`src/rtl/core/hdlc_pkg.sv`:
```
`timescale 1ns / 1ps
// ----------------------------------------------------------------------------
// hdlc_pkg
// Shared types, constants and helper functions of the bit-stuffing framer.
// ----------------------------------------------------------------------------
package hdlc_pkg;

	localparam int unsigned FRAME_PAYLOAD_BITS = 100;
	localparam int unsigned POS_W = 7;

	localparam logic [7:0]  FLAG_OCTET   = 8'h7E;
	localparam logic [15:0] CCITT_GEN    = 16'h1021;

	localparam logic [7:0]  SENDER_RESET   = 8'h01;
	localparam logic [7:0]  RECEIVER_RESET = 8'h02;
	localparam logic [7:0]  CONTROL_RESET  = 8'hCC;
	localparam logic [15:0] CRC_START_RESET = 16'hFFFF;

	localparam logic [4:0] OCTET_BITS = 5'd8;
	localparam logic [4:0] WORD_BITS  = 5'd16;
	localparam logic [4:0] ONE_BIT    = 5'd1;
	localparam logic [2:0] STUFF_RUN  = 3'd5;

	typedef enum logic [1:0] {
		REG_SENDER   = 2'd0,
		REG_RECEIVER = 2'd1,
		REG_CONTROL  = 2'd2,
		REG_CRC_INIT = 2'd3
	} cfg_index_t;

	typedef struct packed {
		logic mode;
		logic payload_bit;
	} in_item_t;

	typedef struct packed {
		logic line_bit;
		logic stuffed_zero;
		logic frame_end;
		logic finish_error;
		logic last;
	} out_item_t;

	typedef struct packed {
		logic step;
		logic restart;
		logic data_bit;
	} crc_ctrl_t;

	function automatic logic [15:0] crc16_step(input logic [15:0] crc, input logic data_bit);
		logic [15:0] r;
		r = {crc[14:0], 1'b0};
		if (crc[15] ^ data_bit) begin
			r = r ^ CCITT_GEN;
		end
		return r;
	endfunction

	// Eight-bit sum with the carry folded back into the low end.
	function automatic logic [7:0] eac_add(input logic [7:0] a, input logic [7:0] b);
		logic [8:0] s;
		s = {1'b0, a} + {1'b0, b};
		return s[7:0] + {7'd0, s[8]};
	endfunction

endpackage

```
`src/rtl/core/hdlc_bit_stuffing_framer.sv`:
```
`timescale 1ns / 1ps
// ----------------------------------------------------------------------------
// hdlc_bit_stuffing_framer
// Bit-serial HDLC-style framer with CRC-16, bit stuffing and a closing
// checksum frame.
// ----------------------------------------------------------------------------
// Usage:
// The input channel takes one word per payload bit (mode 0) or a finish word
// (mode 1). Each word produces a run of line bits on the output channel, one
// bit per cycle while the receiver is ready, with last set on the final bit
// of the run. A new input word is taken only once the previous run has been
// fully issued; the output register lets the next word be accepted while
// the last bit still waits. The first line bit passes through the state
// register and then the output register. A payload bit in the middle of a
// frame gives one line bit, followed by a stuffed zero when one is due. The
// first bit of a frame adds 40 header bits, the last adds 24 CRC and flag
// bits, and a finish produces 48 bits, each plus any stuffed zeros. A
// mid-frame finish gives a single error word.
// Reset clears the frame position, sequence number, CRC sum and loads the
// registers with their defaults. When the receiver stalls, the output word
// is held and the sequencer waits; nothing is dropped.
// ----------------------------------------------------------------------------
module hdlc_bit_stuffing_framer
	import hdlc_pkg::*;
(
	input  logic        clk,
	input  logic        arst_n,
	input  logic        in_valid,
	output logic        in_ready,
	input  in_item_t    in_data,
	output logic        out_valid,
	input  logic        out_ready,
	output out_item_t   out_data,
	input  logic        cfg_we,
	input  cfg_index_t  cfg_index,
	input  logic [15:0] cfg_data
);

	typedef enum logic [10:0] {
		ST_IDLE     = 11'b000_0000_0001,
		ST_OPEN     = 11'b000_0000_0010,
		ST_SENDER   = 11'b000_0000_0100,
		ST_RECEIVER = 11'b000_0000_1000,
		ST_SEQ      = 11'b000_0001_0000,
		ST_PAYLOAD  = 11'b000_0010_0000,
		ST_CRC      = 11'b000_0100_0000,
		ST_CONTROL  = 11'b000_1000_0000,
		ST_SUM      = 11'b001_0000_0000,
		ST_CLOSE    = 11'b010_0000_0000,
		ST_ERROR    = 11'b100_0000_0000
	} state_t;

	logic [7:0]  sender_q, receiver_q, control_q;
	logic [15:0] crc_init_q;

	state_t           state_q, state_d, nxt_state;
	logic [15:0]      sh_q, sh_d, nxt_sh;
	logic [4:0]       cnt_q, cnt_d, nxt_cnt;
	logic             stuff_q, stuff_d;
	logic [2:0]       ones_q, ones_d, ones_nxt;
	logic [POS_W-1:0] pos_q;
	logic [15:0]      seq_q;
	logic [7:0]       sum_q;
	logic             fin_q, frame_done_q, bit_q;
	logic             out_valid_q;
	out_item_t        out_q, out_d;

	logic        in_fire, emit, adv, stuffed_state;
	logic [7:0]  pos_inc;
	logic [15:0] crc;
	crc_ctrl_t   crc_ctrl;

	assign in_ready  = (state_q == ST_IDLE);
	assign in_fire   = in_valid && in_ready;
	assign emit      = (state_q != ST_IDLE) && (!out_valid_q || out_ready);
	assign out_valid = out_valid_q;
	assign out_data  = out_q;
	assign pos_inc   = {1'b0, pos_q} + 8'd1;

	assign crc_ctrl.step     = in_fire && !in_data.mode;
	assign crc_ctrl.restart  = (pos_q == '0);
	assign crc_ctrl.data_bit = in_data.payload_bit;

	hdlc_crc16 u_crc (
		.clk    (clk),
		.arst_n (arst_n),
		.ctrl   (crc_ctrl),
		.start  (crc_init_q),
		.crc    (crc)
	);

	always_ff @(posedge clk or negedge arst_n) begin
		if (!arst_n) begin
			sender_q   <= SENDER_RESET;
			receiver_q <= RECEIVER_RESET;
			control_q  <= CONTROL_RESET;
			crc_init_q <= CRC_START_RESET;
		end else if (cfg_we) begin
			unique case (cfg_index)
				REG_SENDER:   sender_q   <= cfg_data[7:0];
				REG_RECEIVER: receiver_q <= cfg_data[7:0];
				REG_CONTROL:  control_q  <= cfg_data[7:0];
				REG_CRC_INIT: crc_init_q <= cfg_data;
			endcase
		end
	end

	// Field that follows the current one, left-aligned in the shift register.
	always_comb begin
		nxt_state = ST_IDLE;
		nxt_sh    = '0;
		nxt_cnt   = '0;
		unique case (state_q)
			ST_OPEN: begin
				nxt_state = ST_SENDER;
				nxt_sh    = {sender_q, 8'd0};
				nxt_cnt   = OCTET_BITS;
			end
			ST_SENDER: begin
				nxt_state = ST_RECEIVER;
				nxt_sh    = {receiver_q, 8'd0};
				nxt_cnt   = OCTET_BITS;
			end
			ST_RECEIVER: begin
				if (fin_q) begin
					nxt_state = ST_CONTROL;
					nxt_sh    = {control_q, 8'd0};
					nxt_cnt   = OCTET_BITS;
				end else begin
					nxt_state = ST_SEQ;
					nxt_sh    = seq_q;
					nxt_cnt   = WORD_BITS;
				end
			end
			ST_SEQ: begin
				nxt_state = ST_PAYLOAD;
				nxt_sh    = {bit_q, 15'd0};
				nxt_cnt   = ONE_BIT;
			end
			ST_PAYLOAD: begin
				if (frame_done_q) begin
					nxt_state = ST_CRC;
					nxt_sh    = crc;
					nxt_cnt   = WORD_BITS;
				end
			end
			ST_CONTROL: begin
				nxt_state = ST_SUM;
				nxt_sh    = {~sum_q, 8'd0};
				nxt_cnt   = OCTET_BITS;
			end
			ST_CRC, ST_SUM: begin
				nxt_state = ST_CLOSE;
				nxt_sh    = {FLAG_OCTET, 8'd0};
				nxt_cnt   = OCTET_BITS;
			end
			ST_IDLE, ST_CLOSE, ST_ERROR: begin
				nxt_state = ST_IDLE;
			end
			default: begin
				nxt_state = ST_IDLE;
			end
		endcase
	end

	assign stuffed_state = (state_q != ST_IDLE) && (state_q != ST_OPEN)
		&& (state_q != ST_CLOSE) && (state_q != ST_ERROR);
	assign ones_nxt = sh_q[15] ? (ones_q + 3'd1) : 3'd0;

	always_comb begin
		state_d = state_q;
		sh_d    = sh_q;
		cnt_d   = cnt_q;
		stuff_d = stuff_q;
		ones_d  = ones_q;
		out_d   = out_q;
		adv     = 1'b0;
		if (in_fire) begin
			if (in_data.mode && (pos_q != '0)) begin
				state_d = ST_ERROR;
			end else if (in_data.mode || (pos_q == '0)) begin
				state_d = ST_OPEN;
				sh_d    = {FLAG_OCTET, 8'd0};
				cnt_d   = OCTET_BITS;
				ones_d  = '0;
			end else begin
				state_d = ST_PAYLOAD;
				sh_d    = {in_data.payload_bit, 15'd0};
				cnt_d   = ONE_BIT;
			end
		end
		if (emit) begin
			out_d = '0;
			if (state_q == ST_ERROR) begin
				out_d.finish_error = 1'b1;
				adv = 1'b1;
			end else if (stuff_q) begin
				out_d.stuffed_zero = 1'b1;
				stuff_d = 1'b0;
				adv = (cnt_q == '0);
			end else begin
				out_d.line_bit = sh_q[15];
				out_d.frame_end = (state_q == ST_CLOSE) && (cnt_q == ONE_BIT);
				sh_d  = {sh_q[14:0], 1'b0};
				cnt_d = cnt_q - 5'd1;
				adv   = (cnt_q == ONE_BIT);
				if (stuffed_state) begin
					if (ones_nxt == STUFF_RUN) begin
						stuff_d = 1'b1;
						ones_d  = '0;
						adv     = 1'b0;
					end else begin
						ones_d = ones_nxt;
					end
				end
			end
			if (adv) begin
				state_d    = nxt_state;
				sh_d       = nxt_sh;
				cnt_d      = nxt_cnt;
				out_d.last = (nxt_state == ST_IDLE);
			end
		end
	end

	always_ff @(posedge clk or negedge arst_n) begin
		if (!arst_n) begin
			state_q      <= ST_IDLE;
			cnt_q        <= '0;
			stuff_q      <= 1'b0;
			ones_q       <= '0;
			pos_q        <= '0;
			seq_q        <= '0;
			sum_q        <= '0;
			fin_q        <= 1'b0;
			frame_done_q <= 1'b0;
			out_valid_q  <= 1'b0;
		end else begin
			state_q <= state_d;
			cnt_q   <= cnt_d;
			stuff_q <= stuff_d;
			ones_q  <= ones_d;
			if (emit) begin
				out_valid_q <= 1'b1;
			end else if (out_ready) begin
				out_valid_q <= 1'b0;
			end
			if (in_fire) begin
				fin_q <= in_data.mode;
				if (!in_data.mode) begin
					frame_done_q <= (pos_inc >= 8'(FRAME_PAYLOAD_BITS));
					if (pos_inc >= 8'(FRAME_PAYLOAD_BITS)) begin
						pos_q <= '0;
					end else begin
						pos_q <= pos_inc[POS_W-1:0];
					end
				end
			end
			if (emit && adv && (nxt_state == ST_CRC)) begin
				sum_q <= eac_add(eac_add(sum_q, crc[15:8]), crc[7:0]);
				seq_q <= seq_q + 16'd1;
			end
			// The checksum frame closes the session: back to the reset state.
			if (emit && adv && (state_q == ST_CLOSE) && fin_q) begin
				sum_q <= '0;
				seq_q <= '0;
			end
		end
	end

	always_ff @(posedge clk) begin
		sh_q <= sh_d;
		out_q <= out_d;
		if (in_fire) begin
			bit_q <= in_data.payload_bit;
		end
	end

endmodule

```
`src/rtl/core/hdlc_crc16.sv`:
```
`timescale 1ns / 1ps
// ----------------------------------------------------------------------------
// hdlc_crc16
// Bit-serial CRC-16 register, one payload bit per step, reloadable from the
// configured start value at the first bit of each frame.
// ----------------------------------------------------------------------------
module hdlc_crc16
	import hdlc_pkg::*;
(
	input  logic        clk,
	input  logic        arst_n,
	input  crc_ctrl_t   ctrl,
	input  logic [15:0] start,
	output logic [15:0] crc
);

	logic [15:0] crc_q;
	logic [15:0] base;

	assign base = ctrl.restart ? start : crc_q;

	always_ff @(posedge clk or negedge arst_n) begin
		if (!arst_n) begin
			crc_q <= CRC_START_RESET;
		end else if (ctrl.step) begin
			crc_q <= crc16_step(base, ctrl.data_bit);
		end
	end

	assign crc = crc_q;

endmodule

```
`config.mk`:
```
export PLATFORM = sky130hd
export DESIGN_NAME = hdlc_bit_stuffing_framer
export DESIGN_NICKNAME = d
export VERILOG_FILES = /design/src/rtl/core/hdlc_pkg.sv /design/src/rtl/core/hdlc_bit_stuffing_framer.sv /design/src/rtl/core/hdlc_crc16.sv
export SDC_FILE = /design/constraint.sdc
export NUM_CORES = 1
export LEC_CHECK = 0
export ABC_AREA = 1
export BUFFER_PORTS_ARGS = -buffer_cell sky130_fd_sc_hd__clkbuf_2
export CORE_MARGIN = 1.5
export CORE_UTILIZATION = 30
export CTS_CLUSTER_DIAMETER = 30
export CTS_CLUSTER_SIZE = 40
export DETAILED_ROUTE_END_ITERATION = 12
export PLACE_DENSITY = 0.55
export SETUP_SLACK_MARGIN = 0.05
export SLEW_MARGIN = 20
export SYNTH_ARGS = -nofsm -noshare
export SYNTH_HDL_FRONTEND = slang
export SYNTH_SLANG_ARGS = --single-unit
```
`constraint.sdc`:
```
create_clock -name clk -period 5.8 [get_ports clk]
set_clock_uncertainty 0.1 [all_clocks]
set_input_delay 0.58 -clock clk [delete_from_list [all_inputs] [get_ports clk]]
set_output_delay 0.58 -clock clk [all_outputs]
set_load 0.03 [all_outputs]
```
==> flow_summary_export.csv <==
group,metric,value,unit
placement,dp_cells,1345,
floorplanning,die_w,164,um
timing,hold_violations,0,
grt,overflow,0,
synthesis,synth_xor_area_share,3.71,%
clocking,cts_made_buffers,17,
synthesis,synth.area.top_cells,"dfrtp_1 23%, nand2_1 14%, dfstp_2 13%",
power_and_ir_drop,power.density,465,nW/um^2
timing,finalSetupViolCount,0,
floorplanning,core_area,25300,um^2
setup_path,slowest_stage,"dfstp_2",
floorplanning,ioPinCount,32,
worst_hold_path,hold_class,"input pin to asynchronous set/reset pin",
outcome,status,"complete, no violations",
grt,grt_pass1_wl,34500,um
timing,timing.final.crit_period,4.58,ns
synthesis,synth_mux_area_share,2.57,%
placement,dp_hpwl,15400,um
timing,post-route-period-util,79.0,%
grt,grt.met3_usage,2.73,%
synthesis,synthAdderAreaFrac,4.85,%
clocking,post_cts_buffers,0,
synthesis,ys_seq_elements,132,
synthesis,synthSimpleGateAreaFrac,28.1,%
routing,drt-total-wl,21000,um
final_layout,nets,1088,
setup_path,cp_max_fo,6,
synthesis,syn_nets,1061,
final_layout,final_layout_size_suffix_gt1_share,14.6,%
floorplanning,die_area,27000,um^2
setup_path,path_common_cell,"nand2_1",
placement,gp_congestion,0.872,
synthesis,synth_area_leader_cell,"dfrtp_1",
routing,firstDrtPassIters,5,
setup_path,slowest_delay,0.56,ns
timing,max_freq,0.218,GHz
timing,maxSlewViolCount,0,
timing,relSlewSlack,31.1,%
clocking,clk_latency,0.43,ns
grt,antenna_found_initial,0,
grt,busiest_layer,"met2",
routing,drtAntennaViolNets,0,
power_and_ir_drop,max-vdd-ir-drop,0.223,mV
routing,drc,0,
routing,drt_iter0_drc,487,
clocking,clock-root-buffer,"clkbuf_16",
clocking,cts_sinks,132,
setup_path,cp.required,6.01,ns
floorplanning,start_util,30.8,%
run,max_cap_violations,0,
clocking,cts_tree,"done",
synthesis,synth.top_cells.by_count,"296 x nand2_1, 110 x inv_1, 79 x o21ai_0, 71 x dfrtp_1, 71 x nand3_1",
grt,grt_util_all_layers,16.8,%
setup_path,crit_path_end_kind,"flip-flop",
synthesis,synth_edf_count,6,
routing,vias_per_cell,4.83,
grt,grt_max_degree,69,
routing,wl_per_cell,15.3,um
synthesis,ys_seq_area_share,42.4,%
setup_path,crit_arrival,4.79,ns
synthesis,synth_top_family_by_area,"simple AND/OR/NAND/NOR gates",
timing,worstMarginPinSlew,1.03,ns
setup_path,startpoint_type,"flip-flop",
synthesis,synthFlopType,"dfrtp_1",
clocking,holdBufCountCts,0,
routing,vias,6657,
floorplanning,die_h,164,um
power_and_ir_drop,p_leak,0.00438,uW
synthesis,synth_compound_area_share,11.2,%
synthesis,synth_top_area_share,22.8,%
synthesis,ys_warn_count,0,
timing,rsz0062_at_grt,"false",
clocking,htree_levels,4,
synthesis,syn_inst,1007,
final_layout,final_cells,1377,
grt,grt.met1_usage,24.5,%
grt,met2_usage,25.1,%
synthesis,synth_cell_type_count,47,
placement,io_buffers,31,
synthesis,async_reset_ff_share,83.3,%
synthesis,synth_area_per_cell,7.74,um^2
clocking,cts_resized,0,
final_layout,fill_cells,2638,
clocking,path_clk_slew,0.06,ns
grt,grt_pass1_vias,6362,
synthesis,yosysMostFrequentCell,"nand2_1",
clocking,cts_buffer_depth,2,
timing,setup_tns,0,ns
final_layout,diodes,0,
setup_path,critPathKind,"flip-flop to flip-flop",
final_layout,area_growth,14.6,%
floorplanning,num_rows,58,
synthesis,synth_area,7790,um^2
-- power by group --
group	leakage [uW]	switching [uW]	internal [uW]	total, uW
Clock	0.000330	426	812	1240
Combinational	0.00255	962	521	1480
Sequential	0.00150	219	1220	1440
Total	0.00438	1610	2550	4160
-- worst paths after layout --
kind                                  to         start  cells past startpoint  slack [ns]
setup / recovery                sum_q[6]  u_crc.crc[8]                     33        1.22
hold / removal                  pos_q[4]        arst_n                      1        0.18
setup reg to reg                sum_q[6]  u_crc.crc[8]                     33        1.22
hold reg to reg                  sh_q[3]       sh_q[3]                      2        0.35
max in group asynchronous   control_q[2]        arst_n                      2        4.30
min in group clk           crc_init_q[8]   cfg_data[8]                      2        0.28
-- registers in the layout, indices dropped and copies added (netlist names), 7 cells and up --
signal	cells
u_crc.crc	16
seq_q	16
sum_q	8
pos_q	7
sh_q	16
state_q	11
receiver_q	8
sender_q	8
crc_init_q	16
control_q	8
-- through the flow --
stage | hold WS (ns) | worst slack [ns] | util, % | power [uW] | instance area (um^2)
after CTS | 0.212 | 1.20 | 35.3 | 4180 | 8930
after detailed placement | 0.348 | 1.23 | 32.6 | 2930 | 8250
after global placement | 0.341 | 1.36 | 32.6 | 2920 | 8250
after floorplan | 0.184 | 1.69 | - | 2520 | 7790
after global routing | 0.238 | 0.656 | 35.3 | 4460 | 8930
final | 0.182 | 1.22 | 35.3 | 4160 | 8930
-- layout by cell type, fill, tap and decap left out, types with 2 or more instances in the layout --
cell type	n
nand3_1	71
mux2_2	8
a21oi_1	25
or2_2	2
dfxtp_1	16
clkinv_4	2
nand3b_1	6
clkbuf_2	30
clkbuf_1	2
clkbuf_16	20
o21ai_0	79
buf_4	3
xor2_1	24
o21ai_2	9
nand2_2	7
o21a_1	2
o22ai_1	10
o21bai_1	2
nand4_1	19
nor2_4	3
o2111ai_1	3
inv_2	6
dfstp_2	39
nand2_1	296
nor2_2	6
a211oi_1	2
o21ai_1	8
nand3_2	2
xnor2_1	9
nor3_1	14
o211ai_1	5
dfrtp_1	71
edfxtp_1	6
ha_1	27
nand2_4	7
fa_1	2
inv_1	110
bufinv_16	4
mux2i_1	11
nor2_1	66
-- area by class of cell --
cell class | instances | area [um^2] | area share (%)
Inverter | 116 | 435 | 4.87
Clock inverter | 9 | 160 | 1.79
Sequential cell | 132 | 3300 | 37.0
Clock buffer | 23 | 522 | 5.84
Timing Repair Buffer | 33 | 173 | 1.93
Tap cell | 330 | 413 | 4.62
Multi-Input combinational cell | 734 | 3930 | 44.0
-- worst max-delay path: cells and delay by family (launching register included) --
kind                     cells  cell delay [ns]
AND/OR/NAND/NOR             18             1.58
adder cells (fa/ha/maj)      6             1.35
flip-flops                   1             0.56
AO/OA/AOI/OAI                5             0.54
XOR/XNOR                     1             0.18
buffers and inverters        3             0.16
-- per-layer routing --
layer,vias to the layer above,share of wire (%)
li1,3355,-
met1,3114,51
met2,165,43
met3,23,4.6
met4,0,1.7
met5,-,0
-- logic make-up (layout without fill, tap and decap cells) --
| group | after synthesis | after routing |
|---|---|---|
| buffers and inverters | 141 | 181 |
| adder cells (fa/ha/maj) | 29 | 29 |
| flip-flops | 132 | 132 |
| AO/OA/AOI/OAI | 152 | 152 |
| XOR/XNOR | 33 | 33 |
| AND/OR/NAND/NOR | 501 | 501 |
| multiplexers | 19 | 19 |
Power figures use the tool's default switching activity.
